[config.mk]
export PLATFORM = sky130hd
export DESIGN_NAME = qmu_phase_acc
export DESIGN_NICKNAME = d
export VERILOG_FILES = /design/src/rtl/core/qmu_pkg.sv /design/src/rtl/core/qmu_phase_acc.sv
export SDC_FILE = /design/constraint.sdc
export NUM_CORES = 1
export LEC_CHECK = 0
export CAP_MARGIN = 20
export CORE_MARGIN = 2
export CORE_UTILIZATION = 40
export CTS_CLUSTER_SIZE = 10
export DETAILED_ROUTE_END_ITERATION = 7
export DONT_BUFFER_PORTS = 1
export GPL_ROUTABILITY_DRIVEN = 0
export GPL_TIMING_DRIVEN = 1
export PLACE_DENSITY = 0.59
export REMOVE_ABC_BUFFERS = 1
export SLEW_MARGIN = 25
export SYNTH_ARGS = -nofsm -noshare
export SYNTH_HDL_FRONTEND = slang
export SYNTH_SLANG_ARGS = --single-unit
[constraint.sdc]
create_clock -name clock -period 3.68 [get_ports clock]
set_clock_uncertainty 0.2 [all_clocks]
set_input_delay 0.736 -clock clock [delete_from_list [all_inputs] [get_ports clock]]
set_output_delay 0.736 -clock clock [all_outputs]
set_load 0.005 [all_outputs]
[src/rtl/core/qmu_pkg.sv]
// Shared types, constants and tables for the QPSK mapper and upconverter.
`timescale 1ns / 1ps
package qmu_pkg;

   localparam int STEP_W       = 32;   // width of the phase step register
   localparam int ANGLE_W      = 32;   // angle in turns * 2^32
   localparam int WORK_FRAC    = 30;   // fraction bits of the rotation datapath
   localparam int DATA_W       = 33;   // x/y width: magnitude stays below 2^32
   localparam int Z_W          = 32;   // residual angle width
   localparam int SAMPLE_W     = 16;   // output sample width
   localparam int ATAN_COUNT   = 24;   // arctangent table depth

   localparam int PHASE_BITS_DEF       = 32;
   localparam int SAMPLE_FRAC_BITS_DEF = 14;
   localparam int CORDIC_STAGES_DEF    = 16;

   // 0.60725293 with 30 fraction bits
   localparam logic signed [DATA_W-1:0] GAIN_INV = 33'sd652032875;

   // Quadrant codes from the top two angle bits
   localparam logic [1:0] QUAD_0 = 2'd0;
   localparam logic [1:0] QUAD_1 = 2'd1;
   localparam logic [1:0] QUAD_2 = 2'd2;
   localparam logic [1:0] QUAD_3 = 2'd3;

   typedef struct packed {
      logic                     valid;
      logic signed [DATA_W-1:0] x;
      logic signed [DATA_W-1:0] y;
      logic signed [Z_W-1:0]    z;
   } cell_vec_type;

   // atan(2^-i) in turns * 2^32
   function automatic logic signed [Z_W-1:0] atan_turns(input int idx);
      logic signed [Z_W-1:0] val;
      case (idx)
         0:       val = 32'sd536870912;
         1:       val = 32'sd316933406;
         2:       val = 32'sd167458907;
         3:       val = 32'sd85004756;
         4:       val = 32'sd42667331;
         5:       val = 32'sd21354465;
         6:       val = 32'sd10679838;
         7:       val = 32'sd5340245;
         8:       val = 32'sd2670163;
         9:       val = 32'sd1335087;
         10:      val = 32'sd667544;
         11:      val = 32'sd333772;
         12:      val = 32'sd166886;
         13:      val = 32'sd83443;
         14:      val = 32'sd41722;
         15:      val = 32'sd20861;
         16:      val = 32'sd10430;
         17:      val = 32'sd5215;
         18:      val = 32'sd2608;
         19:      val = 32'sd1304;
         20:      val = 32'sd652;
         21:      val = 32'sd326;
         22:      val = 32'sd163;
         23:      val = 32'sd81;
         default: val = '0;
      endcase
      return val;
   endfunction

endpackage

[src/rtl/core/qmu_phase_acc.sv]
// Phase accumulator, step register and quarter-turn pre-rotation of the symbol.
`timescale 1ns / 1ps
module qmu_phase_acc #(
   parameter int PHASE_BITS = qmu_pkg::PHASE_BITS_DEF
) (
   input  logic                          clock,
   input  logic                          reset,
   input  logic                          advance,
   input  logic                          req_valid,
   input  logic                          req_chip_quad,
   input  logic                          req_chip_inphase,
   input  logic                          req_start_req,
   input  logic                          csr_wr_en,
   input  logic [qmu_pkg::STEP_W-1:0]    csr_wr_data,
   output qmu_pkg::cell_vec_type         seed
);

   logic [qmu_pkg::STEP_W-1:0]  step_ff, step_in;
   logic [PHASE_BITS-1:0]       phase_ff, phase_in;
   logic [PHASE_BITS-1:0]       phase_used;
   logic [PHASE_BITS-1:0]       step_aligned;
   logic [qmu_pkg::ANGLE_W-1:0] angle;
   logic                        x_neg, y_neg;

   assign phase_used = req_start_req ? '0 : phase_ff;

   generate
      if (PHASE_BITS > qmu_pkg::STEP_W) begin : g_wide
         assign step_aligned = {step_ff, {(PHASE_BITS - qmu_pkg::STEP_W){1'b0}}};
         assign angle        = phase_used[PHASE_BITS-1 -: qmu_pkg::ANGLE_W];
      end else if (PHASE_BITS == qmu_pkg::STEP_W) begin : g_equal
         assign step_aligned = step_ff;
         assign angle        = phase_used;
      end else begin : g_narrow
         assign step_aligned = step_ff[qmu_pkg::STEP_W-1 -: PHASE_BITS];
         assign angle        = {phase_used, {(qmu_pkg::ANGLE_W - PHASE_BITS){1'b0}}};
      end
   endgenerate

   assign step_in  = csr_wr_en ? csr_wr_data : step_ff;
   assign phase_in = (req_valid && advance) ? phase_used + step_aligned : phase_ff;

   always_ff @(posedge clock) begin
      if (reset) begin
         step_ff  <= '0;
         phase_ff <= '0;
      end else begin
         step_ff  <= step_in;
         phase_ff <= phase_in;
      end
   end

   // chip 1 -> -1; rotate (I, Q) by the quadrant exactly
   always_comb begin
      case (angle[qmu_pkg::ANGLE_W-1 -: 2])
         qmu_pkg::QUAD_0: begin x_neg = req_chip_inphase;  y_neg = req_chip_quad;     end
         qmu_pkg::QUAD_1: begin x_neg = !req_chip_quad;    y_neg = req_chip_inphase;  end
         qmu_pkg::QUAD_2: begin x_neg = !req_chip_inphase; y_neg = !req_chip_quad;    end
         default:         begin x_neg = req_chip_quad;     y_neg = !req_chip_inphase; end
      endcase
   end

   assign seed.valid = req_valid;
   assign seed.x     = x_neg ? -qmu_pkg::GAIN_INV : qmu_pkg::GAIN_INV;
   assign seed.y     = y_neg ? -qmu_pkg::GAIN_INV : qmu_pkg::GAIN_INV;
   assign seed.z     = {{(qmu_pkg::Z_W - qmu_pkg::ANGLE_W + 2){1'b0}},
                        angle[qmu_pkg::ANGLE_W-3:0]};

endmodule

-- After elaboration in Yosys (flattened, before gate mapping)
Cells that the tools add are included.
- word-level logic and storage cells: 14
- bits of input ports: 40
- flip-flop bits (word level): 64
- output and inout port bits: 99
- eq/ne operators: 2
- mux-type cells: 5
- reductions and logical operators: 4
- $add $sub $neg: 1
- operators with widths (cell ; count):
    33-bit two-way mux ; 2
    32-bit adder ; 1
    32-bit two-way mux ; 1
    1-bit case mux with 3 select lines ; 2
    2-bit by 1-bit equality test with 1-bit output (second input constant) ; 1
    2-bit equality test (second input constant) ; 1
    1-bit logical NOT ; 2
    2-bit logical NOT ; 1
    1-bit logical AND ; 1

-- Depth between registers and ports, before layout
- depth after elaboration: 4
- depth in mapped cells: 14
- gate-level depth less buffers: 13

-- Worst setup path after synthesis
Ideal clock, no wire load.
- path type: input to register
- start: input req_start_req
- end: register phase_ff[31]
- setup time: 0.074 ns
- slack: -0.036 ns
- buffers on the path: 1
- data required time: 3.406 ns
- cell stages on the path: 13
- arrival time: 3.442 ns
- cell sequence: clkbuf_1 nor2b_1 ha_1 a21oi_1 a2111oi_2 or3b_4 a31o_4 a31oi_4 o31ai_1 a21oi_1 xor2_1 or3_1 a31oi_1
- RTL lines (item ; line ; text):
    from (decl) ; qmu_phase_acc.sv:12 ; input logic req_start_req,
    to (signal assigned) ; qmu_phase_acc.sv:49 ; phase_ff <= phase_in;
    to (decl) ; qmu_phase_acc.sv:19 ; logic [PHASE_BITS-1:0] phase_ff, phase_in;

-- Worst setup path in the final report
- start: input req_start_req
- end: register phase_ff[24]
- word-level cells in the longest chain between the ends: 2
- ends and longest elaborated chain (item ; line ; text):
    32-bit two-way mux ; qmu_phase_acc.sv:25 ; assign phase_used = req_start_req ? '0 : phase_ff;
    32-bit adder ; qmu_phase_acc.sv:41 ; assign phase_in = (req_valid && advance) ? phase_used + step_aligned : phase_ff;
No other way between the ends.
A chain may end at the register's enable or synchronous reset.

==> results.py <==
metrics = {
    "detailed_routing": {
        "drtAntennaViolNets": 0,
        "wl_met3_microns": 825,
        "routed-wl-met2_microns": 4800,
        "totalWireLength_microns": 10400,
        "wl_per_cell_microns": 15.8,
        "drt_first_iter_violations": 144,
        "highest_layer": "met4",
        "dr.pass1.iters": 4,
        "wl_met1_microns": 4590,
        "drcViolationCount": 0,
        "vias": 3517,
        "vias_per_cell": 5.35,
    },
    "worst_hold_path": {
        "min_path_cells": 2,
        "min-delay-start": "phase_ff[22]$_SDFFE_PP0P_",
        "hold_end": "phase_ff[22]$_SDFFE_PP0P_",
        "hp-class": "reg -> reg",
    },
    "finish": {
        "layout_common_cells": "64 x dfxtp_1, 63 x nand2_1, 61 x a21oi_1",
        "n_antenna_cell": 0,
        "final_common_cell": "dfxtp_1",
        "syn2layout_area_growth_pct": 1.18,
        "layout-drive-gt1-share_pct": 7.98,
        "final_nets": 582,
    },
    "timing": {
        "slew_violations": 0,
        "tightest_slew_ns": 0.698,
        "rsz0062_at_grt": "false",
        "slew_headroom_pct": 52.7,
        "finalSetupTns_ns": 0,
        "max_freq_mhz": 295,
        "hold_violations": 0,
        "setup_viol": 0,
        "period_share_pct": 92.1,
        "period_needed_ns": 3.39,
    },
    "clocking": {
        "cts_tree": "done",
        "cts_made_buffers": 9,
        "clk_latency_ns": 0.33,
        "clockBufferDepth": 2,
        "clkTransAtPathRegs_ns": 0.05,
        "cts-hold-fix-buffers": 0,
        "post_cts_buffers": 0,
        "cts.sink_count": 64,
        "cts_root_buf": "clkbuf_16",
        "post_cts_resized": 0,
        "htreeDepth": 3,
    },
    "global_route": {
        "antenna_found_initial": 0,
        "grt_max_degree": 63,
        "grt-ovfl-total": 0,
        "grt.total_usage_pct": 17.2,
        "grt_pass1_wl_microns": 17300,
        "grt_pass1_vias": 3476,
    },
    "critical_path": {
        "rr_worst_depth": 13,
        "crit_required_ns": 3.70,
        "r2r_end": "phase_ff[24]$_SDFFE_PP0P_",
        "crit_chain": "nor2b_1, ha_1, fa_1, a21oi_1, o221ai_1, and3_1, a21oi_1, o311ai_1, nor2b_1, nor2b_1, o21ai_0, xor2_1, a22o_1",
        "end_kind": "flip-flop",
        "path_delay_family": "compound AO/OA/AOI/OAI gates",
        "max_stage_delay_ns": 0.41,
        "critPathLaunch": "req_start_req",
        "cp_num_buf_inv": 0,
        "cp_max_fo": 36,
        "cp-start-kind": "input port",
        "cp_slowest_cell": "fa_1",
        "worst_path_most_repeated_cell": "nor2b_1",
        "crit_type": "in -> reg",
        "r2r_start": "phase_ff[0]$_SDFFE_PP0P_",
        "cp.arrival_ns": 3.41,
        "r2r_slack_ns": 0.31,
    },
    "logic_synthesis": {
        "synth.distinct_cells": 47,
        "async_flop_share_pct": 0,
        "avgSynthCellArea_sq_um": 7.99,
        "yosysSeqAreaShare_pct": 28.0,
        "synth-main-ff-cell": "dfxtp_1",
        "synth-edff-count": 0,
        "yosysWarnings": 0,
        "ys_ff_latch": 64,
        "syn_area_sq_mm": 0.00457,
        "synthCells": 572,
    },
    "power": {
        "finalPower_uw": 1870,
        "p_sw_share_pct": 23.3,
        "p_leak_uw": 0.00211,
        "p_per_area_mw_per_mm2": 405,
        "pwr-share-seq_pct": 39.9,
        "clkPwrFrac_pct": 49.0,
        "power.switching_uw": 437,
        "power_frac_comb_pct": 11.2,
        "vdd_ir_drop_max_v": 0.000218,
        "p_int_uw": 1440,
    },
    "run": {
        "max_cap_violations": 0,
    },
    "floorplan": {
        "die_area_sq_mm": 0.0123,
        "coreArea_sq_mm": 0.0113,
        "die_h_microns": 111,
        "num_rows": 39,
        "fp.dieW_microns": 111,
        "io_pins": 139,
        "start_util_pct": 40.6,
    },
    "place": {
        "portBuffers": 0,
        "hpwl_microns": 7650,
    },
    "outcome": {
        "status": "finished, final reports clean",
    },
}
-- kinds of logic (layout without fill, tap and decap cells) --
| group | Yosys count | in the layout | synth area share, % |
|---|---|---|---|
| AND/OR/NAND/NOR | 176 | 176 | 17.9 |
| AO/OA/AOI/OAI | 129 | 129 | 18.0 |
| buffers and inverters | 107 | 47 | 14.3 |
| flip-flops | 64 | 64 | 28.0 |
| multiplexers | 33 | 33 | 7.23 |
| adder cells (fa/ha/maj) | 32 | 32 | 8.92 |
| XOR/XNOR | 29 | 29 | 5.56 |
| other | 2 | 4 | 0.164 |
-- state kept, by name, indices dropped and copies added (netlist names) --
name and flops:
phase_ff 32, step_aligned 32
-- stage by stage --
step | worst slack (ns) | util (%) | cell area, sq um | instances | hold WS [ns]
after floorplan | 0.224 | - | 3970 | 478 | 0.221
final | 0.291 | 41.0 | 4630 | 657 | 0.238
after global placement | 0.0238 | 38.2 | 4300 | 642 | 0.228
after global routing | 0.0464 | 41.0 | 4630 | 657 | 0.261
after detailed placement | -0.00207 | 38.2 | 4300 | 642 | 0.232
after CTS | 0.347 | 41.0 | 4630 | 657 | 0.239
-- per-layer routing --
| layer | track usage, % | up-vias |
|---|---|---|
| met4 | 5.58 | 0 |
| met3 | 4.76 | 18 |
| li1 | - | 1761 |
| met5 | 0 | - |
| met1 | 21.1 | 1585 |
| met2 | 29.2 | 153 |
-- cell type report --
class | count | area, sq um
fillers | 1136 | 6650
clock inverters | 3 | 65.1
well taps | 143 | 179
flip-flops and latches | 64 | 1280
inverters | 11 | 41.3
repair buffers | 21 | 158
clock buffers | 12 | 256
multi-input cells | 403 | 2650
-- cell usage after synthesis, types with 5 or more instances --
cell type | number | area (sq um)
nor2_1 | 49 | 184
xor2_1 | 14 | 123
and3_1 | 5 | 31.3
inv_1 | 11 | 41.3
nand4_1 | 6 | 37.5
nand2_1 | 63 | 236
nor2b_1 | 37 | 231
mux2i_1 | 33 | 330
dfxtp_1 | 64 | 1280
a21o_1 | 16 | 120
nand3_1 | 8 | 40.0
clkbuf_1 | 24 | 90.1
ha_1 | 31 | 388
buf_1 | 5 | 18.8
a21oi_1 | 61 | 305
o21ai_0 | 14 | 70.1
a211oi_1 | 5 | 37.5
buf_4 | 67 | 503
xnor2_1 | 15 | 131
-- worst register-to-register path: stages, from the launching register on --
cell      delay (ns)
dfxtp_1         0.30
nor2b_1         0.14
ha_1            0.21
fa_1            0.41
a21oi_1         0.26
o221ai_1        0.15
and3_1          0.22
a21oi_1         0.27
o311ai_1        0.24
nor2b_1         0.21
nor2b_1         0.20
o21ai_0         0.14
xor2_1          0.16
a22o_1          0.18
-- power by group through the flow --
stage               clock network, uW  logic (uW)  registers [uW]
finish                            918         210             747
global route                      969         237             751
floorplan                           0         165             754
CTS                               938         211             747
detailed placement                  0         210             762
global placement                    0         207             761
-- worst max-delay path by stage --
stage | endpoint | slack (ns) | cells past startpoint
final | phase_ff[24]$_SDFFE_PP0P_ | 0.29 | 13
after detailed placement | phase_ff[24]$_SDFFE_PP0P_ | -0.002 | 13
after CTS | phase_ff[24]$_SDFFE_PP0P_ | 0.35 | 13
after floorplan | phase_ff[31]$_SDFFE_PP0P_ | 0.22 | 12
after global placement | phase_ff[30]$_SDFFE_PP0P_ | 0.02 | 13
after global routing | phase_ff[24]$_SDFFE_PP0P_ | 0.05 | 13
Power figures use the tool's default switching activity.
