$ cat config.mk
export PLATFORM = sky130hd
export DESIGN_NAME = qmu_out_stage
export DESIGN_NICKNAME = d
export VERILOG_FILES = /design/src/rtl/core/qmu_pkg.sv /design/src/rtl/core/qmu_out_stage.sv
export SDC_FILE = /design/constraint.sdc
export NUM_CORES = 1
export LEC_CHECK = 0
export BUFFER_PORTS_ARGS = -buffer_cell sky130_fd_sc_hd__buf_2
export CAP_MARGIN = 20
export CORE_UTILIZATION = 39
export CTS_CLUSTER_DIAMETER = 100
export DETAILED_ROUTE_END_ITERATION = 10
export GPL_TIMING_DRIVEN = 0
export HOLD_SLACK_MARGIN = 0.02
export PLACE_DENSITY = 0.83
export SYNTH_ARGS = -nofsm -noshare
export SYNTH_HDL_FRONTEND = slang
export SYNTH_SLANG_ARGS = --single-unit
$ cat constraint.sdc
create_clock -name clock -period 3.5 [get_ports clock]
set_input_delay 0.525 -clock clock [delete_from_list [all_inputs] [get_ports clock]]
set_output_delay 0.525 -clock clock [all_outputs]
set_load 0.05 [all_outputs]
$ cat src/rtl/core/qmu_pkg.sv
// Shared types, constants and tables for the QPSK mapper and upconverter.
`timescale 1ns / 1ps
package qmu_pkg;

   localparam int STEP_W       = 32;   // width of the phase step register
   localparam int ANGLE_W      = 32;   // angle in turns * 2^32
   localparam int WORK_FRAC    = 30;   // fraction bits of the rotation datapath
   localparam int DATA_W       = 33;   // x/y width: magnitude stays below 2^32
   localparam int Z_W          = 32;   // residual angle width
   localparam int SAMPLE_W     = 16;   // output sample width
   localparam int ATAN_COUNT   = 24;   // arctangent table depth

   localparam int PHASE_BITS_DEF       = 32;
   localparam int SAMPLE_FRAC_BITS_DEF = 14;
   localparam int CORDIC_STAGES_DEF    = 16;

   // 0.60725293 with 30 fraction bits
   localparam logic signed [DATA_W-1:0] GAIN_INV = 33'sd652032875;

   // Quadrant codes from the top two angle bits
   localparam logic [1:0] QUAD_0 = 2'd0;
   localparam logic [1:0] QUAD_1 = 2'd1;
   localparam logic [1:0] QUAD_2 = 2'd2;
   localparam logic [1:0] QUAD_3 = 2'd3;

   typedef struct packed {
      logic                     valid;
      logic signed [DATA_W-1:0] x;
      logic signed [DATA_W-1:0] y;
      logic signed [Z_W-1:0]    z;
   } cell_vec_type;

   // atan(2^-i) in turns * 2^32
   function automatic logic signed [Z_W-1:0] atan_turns(input int idx);
      logic signed [Z_W-1:0] val;
      case (idx)
         0:       val = 32'sd536870912;
         1:       val = 32'sd316933406;
         2:       val = 32'sd167458907;
         3:       val = 32'sd85004756;
         4:       val = 32'sd42667331;
         5:       val = 32'sd21354465;
         6:       val = 32'sd10679838;
         7:       val = 32'sd5340245;
         8:       val = 32'sd2670163;
         9:       val = 32'sd1335087;
         10:      val = 32'sd667544;
         11:      val = 32'sd333772;
         12:      val = 32'sd166886;
         13:      val = 32'sd83443;
         14:      val = 32'sd41722;
         15:      val = 32'sd20861;
         16:      val = 32'sd10430;
         17:      val = 32'sd5215;
         18:      val = 32'sd2608;
         19:      val = 32'sd1304;
         20:      val = 32'sd652;
         21:      val = 32'sd326;
         22:      val = 32'sd163;
         23:      val = 32'sd81;
         default: val = '0;
      endcase
      return val;
   endfunction

endpackage

$ cat src/rtl/core/qmu_out_stage.sv
// Rounding, saturation and the output register.
`timescale 1ns / 1ps
module qmu_out_stage #(
   parameter int SAMPLE_FRAC_BITS = qmu_pkg::SAMPLE_FRAC_BITS_DEF
) (
   input  logic                                clock,
   input  logic                                reset,
   input  logic                                advance,
   input  qmu_pkg::cell_vec_type               cell_in,
   output logic                                rsp_valid,
   output logic signed [qmu_pkg::SAMPLE_W-1:0] rsp_sample
);

   localparam int SH  = qmu_pkg::WORK_FRAC - SAMPLE_FRAC_BITS;
   localparam int RW  = qmu_pkg::DATA_W + 1;
   localparam logic signed [RW-1:0] HALF = RW'(1) <<< (SH - 1);
   localparam logic signed [RW-1:0] SMAX = (RW'(1) <<< (qmu_pkg::SAMPLE_W - 1)) - RW'(1);
   localparam logic signed [RW-1:0] SMIN = -(RW'(1) <<< (qmu_pkg::SAMPLE_W - 1));

   logic signed [RW-1:0]               rounded, shifted;
   logic signed [qmu_pkg::SAMPLE_W-1:0] sat;
   logic                               valid_ff, valid_in;
   logic signed [qmu_pkg::SAMPLE_W-1:0] sample_ff, sample_in;

   assign rounded = {cell_in.x[qmu_pkg::DATA_W-1], cell_in.x} + HALF;
   assign shifted = rounded >>> SH;

   always_comb begin
      if (shifted > SMAX) begin
         sat = SMAX[qmu_pkg::SAMPLE_W-1:0];
      end else if (shifted < SMIN) begin
         sat = SMIN[qmu_pkg::SAMPLE_W-1:0];
      end else begin
         sat = shifted[qmu_pkg::SAMPLE_W-1:0];
      end
   end

   assign valid_in  = advance ? cell_in.valid : valid_ff;
   assign sample_in = advance ? sat : sample_ff;

   always_ff @(posedge clock) begin
      if (reset) begin
         valid_ff <= 1'b0;
      end else begin
         valid_ff <= valid_in;
      end
   end

   always_ff @(posedge clock) begin
      sample_ff <= sample_in;
   end

   assign rsp_valid  = valid_ff;
   assign rsp_sample = sample_ff;

endmodule

# == After elaboration in Yosys (flattened, before gate mapping) ==
# Index checks and enable logic that the tools add are counted.
# totals
regBits,17
input_bits,102
output_inout_bits,17
wordCells,6
# op_classes
add_sub_neg,1
magnitude_cmp,2
mux,1
# op_table
operator,count
"adder 33 x 17 -> 34 bit, second input constant",1
"greater-than comparator 18 x 16 -> 1 bit, second input constant",1
"< comparator 18 x 16 -> 1 bit, second input constant",1
two-way mux 16 bit,1

# == Longest topological paths before layout ==
# Gate-level depths: netlist of run 1.
# depth
depth_word,3
mapped_depth,7
depth_no_buf,7

# == Worst setup path after synthesis of run 1 ==
# Ideal clock, no wire load.
# synth_timing
path_type,input -> register
from,input cell_in[80] in the netlist's numbering
to,"register sample_ff (netlist bit rsp_sample[1]), data pin"
setup_time_ps,263
arrival_ps,1822
required_ps,3237
path_slack_ps,1415
stages,7
path_buffers,1
path_cell_list,ha_1 > nand4_4 > nor4_4 > xor2_2 > buf_6 > nor4_1 > nor3_1
# synth_between
elab_chain_cells,3
elab_cells_between_ends,4
classes_between,1 x add/sub; 2 x order compare; 1 x mux
# synth_rtl
item,line,source
"start, declared",qmu_out_stage.sv:9,"input qmu_pkg::cell_vec_type cell_in,"
adder 33 x 17 -> 34 bit (*),qmu_out_stage.sv:25,"assign rounded = {cell_in.x[qmu_pkg::DATA_W-1], cell_in.x} + HALF;"
< comparator 18 x 16 -> 1 bit,qmu_out_stage.sv:31,end else if (shifted < SMIN) begin
two-way mux 16 bit,qmu_out_stage.sv:31,
"end signal, assigned",qmu_out_stage.sv:50,sample_ff <= sample_in;
"end, declared",qmu_out_stage.sv:23,"logic signed [qmu_pkg::SAMPLE_W-1:0] sample_ff, sample_in;"
# Mark *: on every way between the ends. The rest lies on a longest branch, timed or not.
# A chain may end at the register's enable or synchronous reset.

# == Final worst setup path of run 1 ==
# Same ends and word-level chain as after synthesis.

==> results of run 1 <==
## state kept, by name, summed over array words and instances, names as in the netlist
| signal | flops |
|---|---|
| rsp_sample | 16 |
| rsp_valid | 1 |
## cells by family after synthesis
| logic type | count (synthesis) |
|---|---|
| mux | 1 |
| flops | 17 |
| simple gates | 55 |
| buf+inv | 5 |
| xor+xnor | 14 |
| fa+ha+maj | 1 |
| compound gates | 32 |
## placed cells by master, fill, tap and decap left out, types with 3 or more instances in the layout
cell	synthesis	final
and2_1	3	3
xor2_1	7	7
buf_2	0	38
a22oi_1	3	3
xnor2_1	6	6
nand2_1	13	13
o211a_1	3	3
a21oi_1	12	12
nand3_1	6	6
o21ai_0	3	3
clkbuf_4	0	3
nand4_1	6	6
nor2_1	7	7
nor4_1	3	3
edfxtp_1	16	16
nor3_1	3	3
and4_1	4	4
## where the power goes
group          switching (mW)  internal (mW)
clock                  0.0568         0.0443
combinational           0.123         0.0467
sequential            0.00368          0.245
total                   0.183          0.336
## critical path, cell delays in order
cell     delay [ps]
buf_2           100
ha_1            260
nand4_4         150
nor4_4          340
xor2_2          180
buf_6           170
nor4_1          250
nor3_1           90
## how the worst min path moves through the flow
stage               startpoint         to  slack [ps]  cells after the start
detailed placement   rsp_valid  rsp_valid         480                      2
finish                   reset  rsp_valid         380                      2
CTS                      reset  rsp_valid         380                      2
global placement     rsp_valid  rsp_valid         470                      2
floorplan                reset  rsp_valid         600                      1
global route             reset  rsp_valid         370                      2
## layer usage
metal	global-route usage [%]	share of wire, %
met1	22.9	49
met2	22.8	43
met3	1.34	5.5
met4	7.82	2.2
met5	0	0
## layout make-up
type                    instances  share of cell area, %
plain buffers                   2                   1.50
multi-input cells             103                   46.4
flip-flops and latches         17                   33.3
repair buffers                 38                   12.6
clock buffers                   4                   1.75
well taps                      44                   3.66
inverters                       3                  0.749
==> flow_summary.toml, run 1 <==
[finish]
finalNonFillerCells = 211
drive_gt1_share_pct = 31.1
nets = 271
areaGrowthSynthToFinish_pct = 22.0
multi_input_area_um2 = 698
antenna_cells = 0
regArea_um2 = 500
fin_util_pct = 49.7
finalInstanceArea_um2 = 1500
nFillCells = 297

[worst_setup_path]
critical_path_class = "input pin to flop"
crit_path_end = "rsp_sample[1]"
worst-endpoint-required_ps = 3540
reg2reg_from = "rsp_valid"
crit_path_start = "cell_in[80]"
cp-start-kind = "input pin"
r2r_cells = 2
timing.rr.end = "rsp_valid"
rrSetupSlack_ps = 2920
crit_arrival_ps = 2070
critPathMaxFanout = 10
cp-end-kind = "flop"

[yosys]
ys.flop_type = "edfxtp_1"
synth_edf_count = 16
syn-num-nets = 228
synth_simple_gate_area_share_pct = 26.9
synth.avg_cell_area_um2 = 9.86
synthArstFlopShare_pct = 0
synth_adder_area_share_pct = 1.02
synth_area_um2 = 1230
synth-xor-area-share_pct = 10.6
yosysUniqueCellTypes = 40
ys_top_cells_by_count = "edfxtp_1, nand2_1, a21oi_1, nor2_1, xor2_1"
ys_ff_latch = 17
syn_inst = 125
yosysMostFrequentCell = "edfxtp_1"
yosysTopAreaCellShare_pct = 39.0
synth_top_family_by_area = "simple AND/OR/NAND/NOR gates"
synth.area.top_cells = "edfxtp_1, xor2_1, a21oi_1, xnor2_1, nand2_1"
yosysTopAreaCell = "edfxtp_1"
synth_compound_area_share_pct = 17.4
muxShareOfSynthArea_pct = 0.812
ys_warn_count = 0
ys_seq_area_share_pct = 40.6

[power_and_ir_drop]
p_leak_nw = 0.579
total_power_mw = 0.519
p_per_area_nw_per_um2 = 345
peakVddDrop_mv = 0.120

[route]
wl_um = 2590
via_per_inst = 5.42
wl_per_cell_um = 12.3
drt_iter0_drc = 42
num_vias = 1144
drc = 0
drt_first_pass_iters = 6
drtAntennaViolNets = 0

[global_route]
grtUsageTotal_pct = 15.6
grt_max_degree = 18
grt_pass1_wl_um = 3990
grt_overflow = 0
first_global_vias = 906
antenna_found_initial = 0

[sta]
hold_viol = 0
rsz0062_at_grt = "false"
finClkSkew_ps = 0
max_freq_ghz = 0.491
tns_ps = 0
final_max_slew_viol_count = 0
timing.hold.ws_ps = 379
slew_headroom_pct = 60.8
setup_slack_ps = 1470
setup_viol_count_final = 0
tightest_slew_ps = 583
timing.final.crit_share_pct = 58.1
period_needed_ps = 2030

[cts]
post_cts_buffers = 0
clock_latency_ps = 280
cts_max_path_buffers = 2
h-tree-depth = 1
hold_buffers = 0
cts-resized-gates = 0
cts_tree = "yes"
clk_pin_slew_ps = 90
clock_sink_count = 17
cts_root_buf = "clkbuf_4"
numCtsBuffers = 3

[die]
die_y_um = 58.2
core_um2 = 3030
dieArea_um2 = 3390
num_io_pins = 119
die_w_um = 58.2
start_util_pct = 40.7
rows = 20

[placed_design]
place_ws_ps = 1150
placed_cells = 207
dp_hpwl_um = 2090
place_congestion = 0.869
dpl_cell_area_um2 = 1480
portBuffers = 38

[min_path]
hp-class = "input pin to flop"

[run_status]
status = "finished, final reports clean"

[flow_run]
cap_violations = 0
(Power assumes the default switching activity.)
==> inputs of run 2 (changes only) <==
--- a/config.mk
+++ b/config.mk
@@ -7,12 +7,12 @@
 export LEC_CHECK = 0
 export BUFFER_PORTS_ARGS = -buffer_cell sky130_fd_sc_hd__buf_2
 export CAP_MARGIN = 20
-export CORE_UTILIZATION = 39
+export CORE_UTILIZATION = 36
 export CTS_CLUSTER_DIAMETER = 100
 export DETAILED_ROUTE_END_ITERATION = 10
 export GPL_TIMING_DRIVEN = 0
 export HOLD_SLACK_MARGIN = 0.02
-export PLACE_DENSITY = 0.83
+export PLACE_DENSITY = 0.78
 export SYNTH_ARGS = -nofsm -noshare
 export SYNTH_HDL_FRONTEND = slang
 export SYNTH_SLANG_ARGS = --single-unit
==> constraint.sdc (replaced) <==
create_clock -name clock -period 2 [get_ports clock]
set_input_delay 0.3 -clock clock [delete_from_list [all_inputs] [get_ports clock]]
set_output_delay 0.3 -clock clock [all_outputs]
set_load 0.05 [all_outputs]
==> run 2 against run 1 <==
Power up 74%. Register-to-register slack got worse by 1500 ps. Hold slack lost 220 ps. Clock power grew 72%. First-iteration DRC count fell by 48%. Clock skew did not move. Flip-flop and latch count unchanged. Critical path depth stayed put. Largest power group unchanged. Cell count stayed put. Sequential share of layout area is the same.
==> flow_summary.toml, run 2 (synthesized netlist as in run 1, its figures left out) <==
[worst_setup_path]
reg2reg_from = "rsp_valid"
cp_slowest_cell = "nor4_4"
timing.rr.end = "rsp_valid"
r2r_cells = 2
path_cells = "buf_2 -> ha_1 -> nand4_4 -> nor4_4 -> xor2_2 -> buf_6 -> nor4_1 -> nor3_1"
cp-end-kind = "flop"
cp-start-kind = "input pin"
rrSetupSlack_ps = 1410
critical_path_class = "input pin to flop"
worst-endpoint-required_ps = 2030
critPathMaxFanout = 10
crit_arrival_ps = 1820
slowest_delay_ps = 350

[sta]
tightest_slew_ps = 567
setup_viol_count_final = 0
rsz0062_at_grt = "false"
hold_viol = 0
max_freq_ghz = 0.558
slew_headroom_pct = 61.9
finClkSkew_ps = 0
final_max_slew_viol_count = 0
period_needed_ps = 1790
setup_slack_ps = 209
timing.final.crit_share_pct = 89.5

[cts]
numCtsBuffers = 3
post_cts_buffers = 0
hold_buffers = 0
h-tree-depth = 1
cts_root_buf = "clkbuf_4"
clk_pin_slew_ps = 90
clock_latency_ps = 280
cts-resized-gates = 0
cts_tree = "yes"
clock_sink_count = 17
cts_max_path_buffers = 2

[flow_run]
cap_violations = 0

[global_route]
antenna_found_initial = 0
grtUsageTotal_pct = 15.5
grt_overflow = 0
grt_pass1_wl_um = 4150
first_global_vias = 932
grt_max_degree = 18

[die]
num_io_pins = 119
core_um2 = 3150
rows = 20
die_w_um = 60.5
die_y_um = 60.5
dieArea_um2 = 3660
start_util_pct = 39.1

[power_and_ir_drop]
p_leak_nw = 0.579
peakVddDrop_mv = 0.226
p_per_area_nw_per_um2 = 602

[finish]
drive_gt1_share_pct = 31.1
antenna_cells = 0
mostFrequentLayoutCells = "buf_2, edfxtp_1, nand2_1"
fin_util_pct = 47.7
areaGrowthSynthToFinish_pct = 22.0
mostFrequentLayoutCell = "buf_2"
nFillCells = 316
nets = 271
largest_reg_flops = 16

[placed_design]
portBuffers = 38
dp_hpwl_um = 2140
place_congestion = 0.899
place_ws_ps = -113

[route]
drt_first_pass_iters = 4
wl_per_cell_um = 12.4
drc = 0
via_per_inst = 5.34
wl_um = 2620
drtAntennaViolNets = 0
drt_iter0_drc = 22
num_vias = 1127

[min_path]
hp-class = "input pin to flop"
hold_end = "rsp_valid"
min_from = "reset"
hold_depth = 2

[run_status]
status = "finished, final reports clean"
[run 2: power breakdown]
group / internal [mW] / switching (mW) / total [mW] / leakage [nW]
Combinational: 0.0817 / 0.215 / 0.296 / 0.399
Sequential: 0.428 / 0.00595 / 0.434 / 0.165
Clock: 0.0775 / 0.0968 / 0.174 / 0.0150
Total: 0.588 / 0.317 / 0.905 / 0.579
[run 2: routing by layer]
layer / GRT usage, % / vias to the layer above / share of wire, %
met5: 0 / - / 0
met4: 5.84 / 0 / 0.76
met3: 2.56 / 2 / 7.3
met2: 22.6 / 55 / 40
met1: 23.0 / 500 / 52
li1: - / 570 / -
[run 2: per-stage QoR]
stage                     setup TNS, ps  instance area [um^2]  power (mW)  hold WS [ps]  instances
final                                 0                  1500       0.905           155        211
after global routing                  0                  1500       0.949           153        211
after CTS                             0                  1500       0.908           152        211
after detailed placement           -367                  1480       0.738           461        207
after global placement             -190                  1480       0.736           462        207
after floorplan                       0                  1230       0.648           372        125
[run 2: layout make-up]
| type | instances | area, um^2 | share of cell area, % |
|---|---|---|---|
| Inverter | 3 | 11.3 | 0.749 |
| Tap cell | 44 | 55.1 | 3.66 |
| Clock buffer | 4 | 26.3 | 1.75 |
| Timing Repair Buffer | 38 | 190 | 12.6 |
| Sequential cell | 17 | 500 | 33.3 |
| Multi-Input combinational cell | 103 | 698 | 46.4 |
| Buffer | 2 | 22.5 | 1.50 |
[run 2: worst max-delay path by stage]
stage	startpoint	endpoint	slack [ps]
3_3_place_gp	cell_in[80]	rsp_sample[1]	-80
3_5_place_dp	cell_in[80]	rsp_sample[1]	-110
5_1_grt	cell_in[80]	rsp_sample[0]	100
4_1_cts	cell_in[80]	rsp_sample[1]	200
2_1_floorplan	cell_in[80]	rsp_sample[1]	140
6_report	cell_in[80]	rsp_sample[1]	210
[run 2: worst max-delay path: cells and delay by family]
| family | cells | cell delay [ps] |
|---|---|---|
| xor gates and xnor gates | 1 | 160 |
| and+or+nand+nor | 4 | 850 |
| buffers and inverters | 2 | 270 |
| adders and majority gates | 1 | 260 |
