<file path="src/rtl/core/qmu_pkg.sv">
// Shared types, constants and tables for the QPSK mapper and upconverter.
`timescale 1ns / 1ps
package qmu_pkg;

   localparam int STEP_W       = 32;   // width of the phase step register
   localparam int ANGLE_W      = 32;   // angle in turns * 2^32
   localparam int WORK_FRAC    = 30;   // fraction bits of the rotation datapath
   localparam int DATA_W       = 33;   // x/y width: magnitude stays below 2^32
   localparam int Z_W          = 32;   // residual angle width
   localparam int SAMPLE_W     = 16;   // output sample width
   localparam int ATAN_COUNT   = 24;   // arctangent table depth

   localparam int PHASE_BITS_DEF       = 32;
   localparam int SAMPLE_FRAC_BITS_DEF = 14;
   localparam int CORDIC_STAGES_DEF    = 16;

   // 0.60725293 with 30 fraction bits
   localparam logic signed [DATA_W-1:0] GAIN_INV = 33'sd652032875;

   // Quadrant codes from the top two angle bits
   localparam logic [1:0] QUAD_0 = 2'd0;
   localparam logic [1:0] QUAD_1 = 2'd1;
   localparam logic [1:0] QUAD_2 = 2'd2;
   localparam logic [1:0] QUAD_3 = 2'd3;

   typedef struct packed {
      logic                     valid;
      logic signed [DATA_W-1:0] x;
      logic signed [DATA_W-1:0] y;
      logic signed [Z_W-1:0]    z;
   } cell_vec_type;

   // atan(2^-i) in turns * 2^32
   function automatic logic signed [Z_W-1:0] atan_turns(input int idx);
      logic signed [Z_W-1:0] val;
      case (idx)
         0:       val = 32'sd536870912;
         1:       val = 32'sd316933406;
         2:       val = 32'sd167458907;
         3:       val = 32'sd85004756;
         4:       val = 32'sd42667331;
         5:       val = 32'sd21354465;
         6:       val = 32'sd10679838;
         7:       val = 32'sd5340245;
         8:       val = 32'sd2670163;
         9:       val = 32'sd1335087;
         10:      val = 32'sd667544;
         11:      val = 32'sd333772;
         12:      val = 32'sd166886;
         13:      val = 32'sd83443;
         14:      val = 32'sd41722;
         15:      val = 32'sd20861;
         16:      val = 32'sd10430;
         17:      val = 32'sd5215;
         18:      val = 32'sd2608;
         19:      val = 32'sd1304;
         20:      val = 32'sd652;
         21:      val = 32'sd326;
         22:      val = 32'sd163;
         23:      val = 32'sd81;
         default: val = '0;
      endcase
      return val;
   endfunction

endpackage

</file>
<file path="src/rtl/core/qmu_cordic_cell.sv">
// One CORDIC rotation cell with its pipeline register.
`timescale 1ns / 1ps
module qmu_cordic_cell #(
   parameter int STAGE = 0
) (
   input  logic                  clock,
   input  logic                  reset,
   input  logic                  advance,
   input  qmu_pkg::cell_vec_type cell_in,
   output qmu_pkg::cell_vec_type cell_out
);

   logic signed [qmu_pkg::DATA_W-1:0] x_cur, y_cur, dx, dy;
   logic signed [qmu_pkg::Z_W-1:0]    z_cur, atan_val;
   qmu_pkg::cell_vec_type             vec_ff, vec_in;

   assign x_cur    = cell_in.x;
   assign y_cur    = cell_in.y;
   assign z_cur    = cell_in.z;
   assign dx       = y_cur >>> STAGE;   // floor shift
   assign dy       = x_cur >>> STAGE;
   assign atan_val = qmu_pkg::atan_turns(STAGE);

   always_comb begin
      vec_in       = vec_ff;
      if (advance) begin
         vec_in.valid = cell_in.valid;
         if (!z_cur[qmu_pkg::Z_W-1]) begin
            vec_in.x = x_cur - dx;
            vec_in.y = y_cur + dy;
            vec_in.z = z_cur - atan_val;
         end else begin
            vec_in.x = x_cur + dx;
            vec_in.y = y_cur - dy;
            vec_in.z = z_cur + atan_val;
         end
      end
   end

   always_ff @(posedge clock) begin
      if (reset) begin
         vec_ff <= '0;
      end else begin
         vec_ff <= vec_in;
      end
   end

   assign cell_out = vec_ff;

endmodule

</file>
<file path="config.mk">
export PLATFORM = sky130hd
export DESIGN_NAME = qmu_cordic_cell
export DESIGN_NICKNAME = d
export VERILOG_FILES = /design/src/rtl/core/qmu_pkg.sv /design/src/rtl/core/qmu_cordic_cell.sv
export SDC_FILE = /design/constraint.sdc
export NUM_CORES = 1
export LEC_CHECK = 0
export ABC_CLOCK_PERIOD_IN_PS = 2600
export BUFFER_PORTS_ARGS = -buffer_cell sky130_fd_sc_hd__buf_4
export CORE_MARGIN = 4
export CORE_UTILIZATION = 40
export DETAILED_ROUTE_END_ITERATION = 8
export PLACE_DENSITY = 0.63
export SYNTH_ARGS = -nofsm -noshare
export SYNTH_HDL_FRONTEND = slang
export SYNTH_SLANG_ARGS = --single-unit
</file>
<file path="constraint.sdc">
create_clock -name clock -period 2.6 [get_ports clock]
set_input_delay 0.13 -clock clock [delete_from_list [all_inputs] [get_ports clock]]
set_output_delay 0.13 -clock clock [all_outputs]
set_load 0.005 [all_outputs]
</file>
# Word-level counts from Yosys, hierarchy flattened

Cells that the tools add are included.

Add/subtract/negate cells: 5
Multipliers: 0
Div/mod/pow operators: 0
Order comparisons: 0
Equal/unequal tests: 0
Shift operators: 0
Mux-type cells: 1
Bitwise operators: 0
Reduce and logical (&&, ||, !) cells: 0

Operator list:

| cell                   | number |
|---|---|
| $mux 98                | 1 |
| $sub 33x33->33         | 2 |
| $add 33x33->33         | 1 |
| $add 32x31->32 const B | 1 |
| $sub 32x31->32 const B | 1 |

Flip-flop bits (word level): 99
Bits in latches: 0
RAM bits: 0
Bits in read-only memories: 0
Input port bits: 102
Logic and storage cells: 10
Memories kept: 0

# Longest topological paths before layout

Gate-level depths: netlist of the first run.

Word-level depth: 2
Depth in mapped cells: 13
Depth with buffers taken out: 12

# Worst setup path before layout of the first run

No wires, ideal clock.

Path kind: input to register
Start: input cell_in[32] (netlist name)
End: register vec_ff (netlist bit cell_out[64])
Arrival: 2.495 ns
Data required time: 2.512 ns
Setup slack: 0.016 ns
Cell stages on the path: 11
Path through: inv_1 -> ha_1 -> fa_1 -> nand2b_1 -> a21oi_2 -> nor4_2 -> o41a_1 -> o31a_1 -> o21a_1 -> o311a_1 -> a311oi_2

Cells in the longest elaborated chain, start to end: 2
Elaborated cells on any way between the ends: 3
Classes of those cells: add/sub (2); mux (1)

RTL lines:

| what                                             | RTL line                                     | source |
|---|---|---|
| start: declaration                               | qmu_cordic_cell.sv:9                         | `input qmu_pkg::cell_vec_type cell_in,` |
| $add 33x33->33 or $sub 33x33->33 (tied branches) | qmu_cordic_cell.sv:30, qmu_cordic_cell.sv:34 |  |
| $mux 98 *                                        | qmu_cordic_cell.sv:28                        | `if (!z_cur[qmu_pkg::Z_W-1]) begin` |
| end signal: assignment                           | qmu_cordic_cell.sv:44                        | `vec_ff <= vec_in;` |
| end: declaration                                 | qmu_cordic_cell.sv:15                        | `qmu_pkg::cell_vec_type vec_ff, vec_in;` |

Mark *: on every way between the ends. The rest lies on a longest branch, timed or not.
A chain may end at the register's enable or synchronous reset.

# Final worst setup path of the first run

Start: input cell_in[32] (netlist name)
End: register vec_ff (netlist bit cell_out[56])

Same word-level chain as after synthesis.

==> flow_summary_export.csv, run 1 <==
group,metric,value,unit
die,dieArea,26300,um^2
sta,maxSlewHeadroom,27.2,%
critical_path,timing.rr.start,"cell_out[58]",
hold_path,hold_path_depth,3,
drt,vias_per_cell,5.41,
grt,grt-ovfl-total,0,
synth,synth_seq_area_share,20.7,%
drt,drt-wirelength-per-cell,18.9,um
synth,ys_ff_latch,98,
place,io_buffers,200,
finish,num_antenna_cells,0,
critical_path,criticalPathCategory,"in -> reg",
synth,synth.avg_cell_area,7.50,um^2
place,place_inst,2030,
sta,tightest_slew,1090,ps
sta,period_needed,2590,ps
synth,synthCells,1266,
die,core,23400,um^2
run_status,status,"complete, no violations",
finish,layout-drive-gt1-share,35.7,%
clock_tree,cts.sinks,98,
clock_tree,clk_path_buf_depth,2,
sta,timing.final.max_slew_violations,0,
finish,area_growth,48.1,%
synth,syn_nets,1468,
critical_path,r2r_end,"cell_out[58]",
sta,holdWs,18.7,ps
place,routabilityCongestion,0.951,
power_and_ir_drop,power_leakage,6.78,nW
finish,final_cells,2048,
synth,synth-edff-count,0,
finish,layout_common_cells,"521 x buf_4, 172 x nor2_1, 111 x a21oi_1, 98 x dfxtp_1, 96 x inv_1",
clock_tree,insertion_delay,340,ps
clock_tree,root_buffer,"clkbuf_16",
clock_tree,tritoncts,"yes",
flow_run,cap_violations,0,
die,num_rows,56,
hold_path,hold_class,"in -> reg",
finish,finalNetCount,1926,
critical_path,worstSetupEndpointType,"register",
finish,largest_reg_flops,98,
clock_tree,cts_buffers,9,
sta,rsz0062_at_grt,"yes",
sta,setup_viol,0,
critical_path,path_max_fanout,4,
critical_path,critPathRequiredTime,2880,ps
grt,grt_pass1_vias,10865,
drt,ant_nets,0,
hold_path,whs_endpoint,"cell_out[23]",
grt,grt_pass1_wl,59.9,mm
place,dp_hpwl,32.0,mm
hold_path,hold_start,"cell_in[23]",
finish,fillerInstances,2253,
drt,postRouteWirelength,38.6,mm
critical_path,start_kind,"input port",
sta,fmax,0.387,GHz
power_and_ir_drop,power_density,439,nW/um^2
sta,min_period_over_period,99.4,%
die,ioPinCount,201,
die,die_w,162,um
critical_path,reg2regPathDepth,2,
grt,antenna_found_initial,0,
grt,grt_use_total,28.4,%
clock_tree,clk_pin_slew,80,ps
drt,drtPass1Iterations,6,
synth,synth_area,9490,um^2
drt,vias,11077,
sta,skew,0,ps
synth,yosys_warnings,0,
synth,synth_ff_type,"dfxtp_1",
grt,grt_max_degree,92,
critical_path,regToRegSetupSlack,1770,ps
drt,drcViolationCount,0,
die,start_util,40.6,%
sta,hold_viol,0,
finish,utilization,60.1,%
critical_path,crit_arrival,2870,ps
power_and_ir_drop,vdd_drop_max,353,uV
synth,async_reset_ff_share,0,%
drt,drtIter0Drc,899,
clock_tree,h-tree-depth,3,
die,die_height,162,um
synth,synth.distinct_cells,83,
finish,final_common_cell,"buf_4",
## stage by stage
stage / total power, W / area, um^2 / TNS [ps] / worst slack (ps)
CTS: 0.00610 / 13800 / 0 / 3.52
detailed placement: 0.00468 / 13500 / -11340 / -641
global route: 0.00652 / 14100 / -39.4 / -19.3
floorplan: 0.00316 / 9490 / 0 / 16.4
global placement: 0.00465 / 13500 / -10650 / -674
finish: 0.00617 / 14100 / 0 / 14.6
## layer usage
metal | vias up | global-route usage, % | part of all wire, %
met1 | 5149 | 41.6 | 47
met5 | - | 0 | 0
met4 | 0 | 5.11 | 1.4
li1 | 5406 | - | -
met3 | 46 | 4.72 | 8.5
met2 | 476 | 44.6 | 43
## layout make-up
type / instances / area (um^2) / area share, %
clock buffers: 10 / 229 / 1.63
clock inverters: 6 / 73.8 / 0.525
inverters: 102 / 383 / 2.72
multi-input cells: 985 / 6990 / 49.7
flip-flops and latches: 98 / 1960 / 14.0
well taps: 319 / 399 / 2.84
repair buffers: 528 / 4020 / 28.6
## synthesized netlist by cell type, types with 8 or more instances
library cell	n	area share [%]
a211oi_1	53	4.2
a21o_1	24	1.9
a21oi_1	114	6.0
a31oi_1	8	0.53
buf_1	8	0.32
buf_2	12	0.63
buf_4	12	0.95
clkbuf_1	44	1.7
dfxtp_1	98	21
ha_1	96	13
inv_1	96	3.8
mux2i_1	56	5.9
nand2_1	63	2.5
nand2b_1	17	1.1
nand3_1	28	1.5
nand4_1	20	1.3
nor2_1	172	6.8
nor2b_1	12	0.79
nor3_1	21	1.1
nor4_1	12	0.79
o21ai_0	76	4.0
o21bai_1	17	1.3
o31ai_1	11	0.87
or3_1	9	0.59
xnor2_1	44	4.1
xor2_1	9	0.83
## kinds of logic after synthesis
kind of cell,Yosys count,share of synthesized area [%]
AOI/OAI and AO/OA,387,27.2
muxes,57,6.02
DFF,98,20.7
buffers and inverters,183,8.26
xor gates and xnor gates,53,4.89
and+or+nand+nor,388,19.5
adders and majority gates,100,13.5
## timing repair
item                                    CTS  global route
resized for setup                        11            46
hold endpoints to repair                  1             0
endpoints found under the setup margin    7            35
pin swaps                                 4            24
buffers inserted                          0             1
hold buffers                              1             0
## worst max path at each step
stage	start	to	slack [ps]	depth (start not counted)
after floorplan	cell_in[32]	cell_out[64]	20	11
after global placement	cell_in[36]	cell_out[93]	-670	14
after detailed placement	cell_in[36]	cell_out[93]	-640	14
after CTS	cell_in[32]	cell_out[64]	4	13
after global routing	cell_in[65]	cell_out[97]	-20	13
final	cell_in[32]	cell_out[56]	10	13
## worst max-delay path: stages
cell	delay [ps]
buf_6	80
inv_1	40
ha_2	190
fa_2	340
nand2b_4	170
a21oi_4	190
nor4_4	70
o41a_1	480
o31a_1	350
o21a_2	270
mux2i_2	190
xnor2_1	150
a211oi_2	220
## power breakdown
part / internal (W) / switching [W]
Combinational: 0.00147 / 0.00158
Clock: 0.000759 / 0.000628
Sequential: 0.00164 / 0.0000875
Total: 0.00387 / 0.00229
Power figures use the tool's default switching activity.
==> run 2: changes to the inputs <==
--- a/config.mk
+++ b/config.mk
@@ -5,12 +5,13 @@
 export SDC_FILE = /design/constraint.sdc
 export NUM_CORES = 1
 export LEC_CHECK = 0
+export ABC_AREA = 1
 export ABC_CLOCK_PERIOD_IN_PS = 2600
 export BUFFER_PORTS_ARGS = -buffer_cell sky130_fd_sc_hd__buf_4
 export CORE_MARGIN = 4
 export CORE_UTILIZATION = 40
 export DETAILED_ROUTE_END_ITERATION = 8
-export PLACE_DENSITY = 0.63
+export PLACE_DENSITY = 0.62
 export SYNTH_ARGS = -nofsm -noshare
 export SYNTH_HDL_FRONTEND = slang
 export SYNTH_SLANG_ARGS = --single-unit
==> run 2 against run 1 <==
Effect of this change:
- utilization is 11 points lower
- clock power hardly changed
- worst setup slack better by 420 ps
- critical path type unchanged
- largest cell class unchanged
- largest power group unchanged
==> flow_summary_export.csv, run 2 <==
group,metric,value,unit
sta,maxSlewHeadroom,51.9,%
sta,hold_viol,0,
critical_path,critPathRequiredTime,2860,ps
sta,setup_slack,438,ps
die,die_w,176,um
grt,grt-ovfl-total,0,
clock_tree,insertion_delay,350,ps
sta,period_needed,2160,ps
place,pre_cts_ws,107,ps
critical_path,cp_common_cell,"nor2_1",
drt,drcViolationCount,0,
synth,synth.avg_cell_area,5.66,um^2
sta,min_period_over_period,83.1,%
place,dp_hpwl,39.6,mm
hold_path,hold_start,"cell_in[22]",
power_and_ir_drop,power_leakage,8.04,nW
power_and_ir_drop,power_density,426,nW/um^2
clock_tree,h-tree-depth,3,
flow_run,cap_violations,0,
critical_path,timing.rr.start,"cell_out[84]",
finish,layout-drive-gt1-share,16.6,%
grt,grt_use_total,29.4,%
critical_path,start_kind,"input port",
clock_tree,cts.repair.resized,0,
clock_tree,cts_setup_buffers,0,
finish,fillerInstances,3031,
drt,vias,12916,
drt,drt-wirelength-per-cell,18.0,um
critical_path,crit_path_start,"cell_in[48]",
finish,finalNetCount,2420,
synth,ys_ff_latch,98,
sta,skew,0,ps
sta,setup_viol,0,
critical_path,crit_family,"simple AND/OR/NAND/NOR gates",
die,start_util,40.7,%
critical_path,cp_slowest_cell,"ha_1",
critical_path,cp_slowest_stage_delay,500,ps
grt,grt_pass1_wl,70.3,mm
synth,synth_seq_area_share,17.3,%
place,routabilityCongestion,1.02,
grt,grt_pass1_vias,11992,
die,num_rows,61,
synth,synthTopCellsByCount,"621 x nand2_1, 373 x inv_1, 180 x nand3_1",
run_status,status,"complete, no violations",
die,core,27900,um^2
critical_path,worst-path-buf-inv,3,
synth,synthCells,2003,
clock_tree,cts.sinks,98,
finish,num_antenna_cells,0,
critical_path,crit_arrival,2420,ps
finish,largest_reg_flops,98,
die,die_height,176,um
die,dieArea,31100,um^2
clock_tree,tritoncts,"yes",
drt,drtPass1Iterations,6,
die,ioPinCount,201,
critical_path,crit_path_cell_trace,"buf_4, inv_1, ha_1, nor2_2, inv_1, nor2_1, nand2_1, nor3_1, nand2_1, nand3_1, a21oi_1, nor2_1, nor2_1",
clock_tree,clk_path_buf_depth,2,
finish,area_growth,21.8,%
sta,tightest_slew,721,ps
clock_tree,clk_pin_slew,80,ps
synth,yosys_warnings,0,
clock_tree,holdBufCountCts,16,
clock_tree,root_buffer,"clkbuf_16",
sta,rsz0062_at_grt,"no",
drt,vias_per_cell,4.97,
sta,setup_tns,0,ps
sta,fmax,0.463,GHz
finish,final_common_cell,"nand2_1",
synth,synthDominantCellAreaShare,20.6,%
synth,synth_most_common_cell,"nand2_1",
synth,syn_nets,2205,
synth,synth.distinct_cells,40,
critical_path,path_max_fanout,9,
synth,async_reset_ff_share,0,%
drt,drtIter0Drc,1094,
critical_path,worstSetupEndpointType,"register",
synth,yosys.area.top_type,"nand2_1",
grt,grt_max_degree,54,
sta,timing.final.max_slew_violations,0,
drt,ant_nets,0,
hold_path,hold_class,"in -> reg",
place,io_buffers,200,
power_and_ir_drop,vdd_drop_max,390,uV
synth,synthTopCellsByArea,"nand2_1 21%, dfxtp_1 17%, inv_1 12%",
critical_path,criticalPathCategory,"in -> reg",
finish,layout_common_cells,"621 x nand2_1, 373 x inv_1, 262 x buf_4, 180 x nand3_1, 177 x nor2_1",
clock_tree,cts_buffers,9,
grt,antenna_found_initial,1,
drt,postRouteWirelength,46.8,mm
synth,synth_area,11300,um^2
synth,synth_ff_type,"dfxtp_1",
synth,synth-edff-count,0,
==> run 2: cell types whose count changed in the layout (fill, tap and decap cells not counted), sizes merged, moves of 26 or more <==
cell,change
xnor2,-43
buf,-264
mux2i,-56
inv,+290
nand3,+154
nor2,+30
o211ai,+26
nand2,+590
a211oi,-57
==> run 2: through the flow <==
stage	util [%]	cell area (um^2)	hold slack (ps)	power, W	cells
floorplan	-	11300	224	0.00334	2003
global placement	47.9	13300	353	0.00443	2569
detailed placement	47.9	13300	359	0.00444	2569
CTS	49.5	13800	0.0618	0.00587	2601
global route	49.5	13800	12.7	0.00627	2601
finish	49.5	13800	2.49	0.00588	2601
==> run 2: worst paths after layout <==
path / endpoint / slack [ps] / depth (start not counted)
worst max register to register: cell_out[84] / 1750 / 4
worst max-delay path: cell_out[96] / 440 / 13
worst min-delay path: cell_out[22] / 2 / 3
worst min register to register: cell_out[50] / 470 / 2
==> run 2: cell families (layout without fill, tap and decap cells) <==
logic type      Yosys count  count (layout)  synth area share, %
xor+xnor                 29              29                 2.24
buf+inv                 462             682                 16.8
compound gates          239             239                 11.9
fa+ha+maj               100             100                 11.3
flops                    98              98                 17.3
simple gates           1075            1075                 40.5
==> run 2: metal layers <==
layer / share of wire (%) / global-route usage, % / wire length [um] / up-vias
li1: - / - / - / 6568
met1: 48 / 44.1 / 22700 / 5776
met2: 40 / 43.2 / 18800 / 528
met3: 9.6 / 6.21 / 4490 / 42
met4: 1.7 / 6.04 / 807 / 2
met5: 0.028 / 0 / 13 / -
==> run 2: power breakdown <==
part           leakage (nW)  total, W  switching, W  internal (W)
Clock                 0.143   0.00141      0.000729      0.000683
Sequential            0.814   0.00172     0.0000855       0.00163
Combinational          7.08   0.00276       0.00175       0.00100
Total                  8.04   0.00588       0.00257       0.00332
==> run 2: layout make-up <==
type / count / area [um^2] / area share [%]
repair buffers: 279 / 2150 / 15.6
clock buffers: 9 / 225 / 1.63
clock inverters: 7 / 72.6 / 0.526
multi-input cells: 1443 / 7470 / 54.1
flip-flops and latches: 98 / 1960 / 14.2
inverters: 387 / 1450 / 10.5
well taps: 378 / 473 / 3.43
==> run 2: worst register-to-register path, delay by kind of cell, from the launching register on <==
| kind | cells | cell delay, ps |
|---|---|---|
| buffers and inverters | 1 | 40 |
| flip-flops | 1 | 500 |
| AND/OR/NAND/NOR | 3 | 270 |
==> run 3: changes to the inputs <==
--- a/config.mk
+++ b/config.mk
@@ -5,13 +5,13 @@
 export SDC_FILE = /design/constraint.sdc
 export NUM_CORES = 1
 export LEC_CHECK = 0
-export ABC_AREA = 1
-export ABC_CLOCK_PERIOD_IN_PS = 2600
+export ABC_AREA = 0
+export ABC_CLOCK_PERIOD_IN_PS = 2200
 export BUFFER_PORTS_ARGS = -buffer_cell sky130_fd_sc_hd__buf_4
 export CORE_MARGIN = 4
 export CORE_UTILIZATION = 40
 export DETAILED_ROUTE_END_ITERATION = 8
-export PLACE_DENSITY = 0.62
+export PLACE_DENSITY = 0.61
 export SYNTH_ARGS = -nofsm -noshare
 export SYNTH_HDL_FRONTEND = slang
 export SYNTH_SLANG_ARGS = --single-unit
==> constraint.sdc (replaced) <==
create_clock -name clock -period 2.2 [get_ports clock]
set_input_delay 0.11 -clock clock [delete_from_list [all_inputs] [get_ports clock]]
set_output_delay 0.11 -clock clock [all_outputs]
set_load 0.005 [all_outputs]
==> run 3 against run 2 <==
Effect of this change:
- the flow now finishes with violations (setup timing)
- non-clock buffer count increased by 341
- clock skew unchanged
- flip-flop and latch count unchanged
- first-iteration DRC count decreased by 13%
- largest cell class unchanged
==> flow_summary_export.csv, run 3 (synthesis results as in run 1) <==
group,metric,value,unit
run_status,status,"finished with violations",
run_status,violations,"setup timing",
place,pre_cts_ws,-785,ps
sta,period_needed,2460,ps
die,die_height,162,um
sta,timing.final.max_slew_violations,0,
finish,final_common_cell,"buf_4",
die,start_util,40.6,%
grt,grt_use_total,28.6,%
clock_tree,cts_buffers,9,
place,io_buffers,200,
grt,use_met3,4.24,%
clock_tree,tritoncts,"yes",
sta,rsz0062_at_grt,"yes",
sta,maxSlewHeadroom,25.5,%
drt,drtIter0Drc,947,
finish,layout_common_cells,"563 x buf_4, 166 x nor2_1, 98 x dfxtp_1, 85 x inv_1, 82 x a21oi_1",
die,core,23400,um^2
sta,tightest_slew,1110,ps
sta,fmax,0.406,GHz
drt,drt-wirelength-per-cell,18.6,um
critical_path,worstSetupEndpointType,"register",
clock_tree,insertion_delay,350,ps
sta,setup_viol,23,
sta,hold_viol,0,
critical_path,start_kind,"input port",
sta,skew,0,ps
drt,vias,11558,
power_and_ir_drop,power_density,491,nW/um^2
drt,postRouteWirelength,39.9,mm
finish,largest_reg_flops,98,
grt,grt-ovfl-total,0,
clock_tree,clk_path_buf_depth,2,
finish,finalNetCount,2018,
critical_path,criticalPathCategory,"in -> reg",
finish,utilization,67.6,%
clock_tree,h-tree-depth,3,
sta,setup_slack,-264,ps
critical_path,critPathRequiredTime,2470,ps
die,dieArea,26300,um^2
power_and_ir_drop,power_leakage,7.43,nW
critical_path,path_max_fanout,4,
drt,drcViolationCount,0,
grt,grt_max_degree,88,
finish,layout-drive-gt1-share,44.8,%
drt,vias_per_cell,5.40,
flow_run,cap_violations,0,
grt,grt_pass1_wl,60.7,mm
die,ioPinCount,201,
clock_tree,root_buffer,"clkbuf_16",
grt,grt_pass1_vias,11151,
clock_tree,clk_pin_slew,70,ps
sta,min_period_over_period,112,%
power_and_ir_drop,vdd_drop_max,365,uV
place,dp_hpwl,31.1,mm
grt,antenna_found_initial,0,
hold_path,hold_class,"in -> reg",
grt,grt.busiest_layer,"met2",
drt,ant_nets,0,
clock_tree,cts.sinks,98,
grt,use_met2,48.0,%
die,die_w,162,um
finish,num_antenna_cells,0,
place,routabilityCongestion,0.984,
critical_path,crit_arrival,2730,ps
finish,area_growth,66.8,%
drt,drtPass1Iterations,6,
grt,gr-usage-met1,39.3,%
die,num_rows,56,
run 3: cell count changes in the layout (fill, tap and decap cells not counted), moves of 44 or more:
cell,previous run,this run
nand2_1,621,62
buf_4,262,563
inv_1,373,85
nand3_1,180,24
mux2i_1,0,53
a211oi_1,0,44
run 3: path summary, 6_finish.rpt:
check | from | end | slack, ps | cells past startpoint
worst max register to register | cell_out[91] | cell_out[91] | 1330 | 4
worst max-delay path | cell_in[65] | cell_out[64] | -260 | 12
worst min-delay path | cell_in[28] | cell_out[28] | 9 | 3
worst min register to register | cell_out[94] | cell_out[94] | 460 | 2
run 3: cell type report:
cell class              instances  area (um^2)
clock buffers                   9          225
clock inverters                 7         71.3
fillers                      2022         7570
inverters                     102          403
multi-input cells             985         7890
flip-flops and latches         98         1960
well taps                     319          399
repair buffers                620         4880
run 3: what timing repair did:
item | 4_1_cts | 5_1_grt
pin swaps | 49 | 87
hold buffers | 22 | 0
hold endpoints to repair | 22 | 0
cloned | 0 | 0
gates resized for setup | 106 | 153
endpoints found under the setup margin | 43 | 49
setup buffers | 16 | 26
run 3: through the flow:
step | instance area [um^2] | TNS, ps | total power, W | instances | hold slack (ps)
floorplan | 9650 | -1440 | 0.00377 | 1266 | 209
global route | 15800 | -5570 | 0.00818 | 2140 | 11.5
detailed placement | 13900 | -26930 | 0.00555 | 2065 | 332
global placement | 13900 | -25550 | 0.00551 | 2065 | 318
finish | 15800 | -2830 | 0.00778 | 2140 | 9.45
CTS | 15000 | -2990 | 0.00740 | 2118 | 3.76
run 3: power by group:
part           switching [W]  internal (W)  total [W]  leakage, nW
Clock               0.000816      0.000801    0.00162        0.139
Sequential          0.000101       0.00194    0.00204        0.812
Combinational        0.00208       0.00204    0.00412         6.48
Total                0.00300       0.00478    0.00778         7.43
run 3: worst max-delay path, cell delays in order:
cell	delay [ps]
buf_8	100
buf_4	130
ha_4	150
fa_2	340
nand2b_4	160
a21oi_4	200
nor4_4	60
o41a_1	380
o31a_1	320
o21a_2	270
o311a_1	320
a311oi_2	190
run 3: routing by layer:
layer,vias to the layer above,share of wire (%)
li1,5586,-
met1,5487,44
met2,437,47
met3,48,6.9
met4,0,2.0
met5,-,0
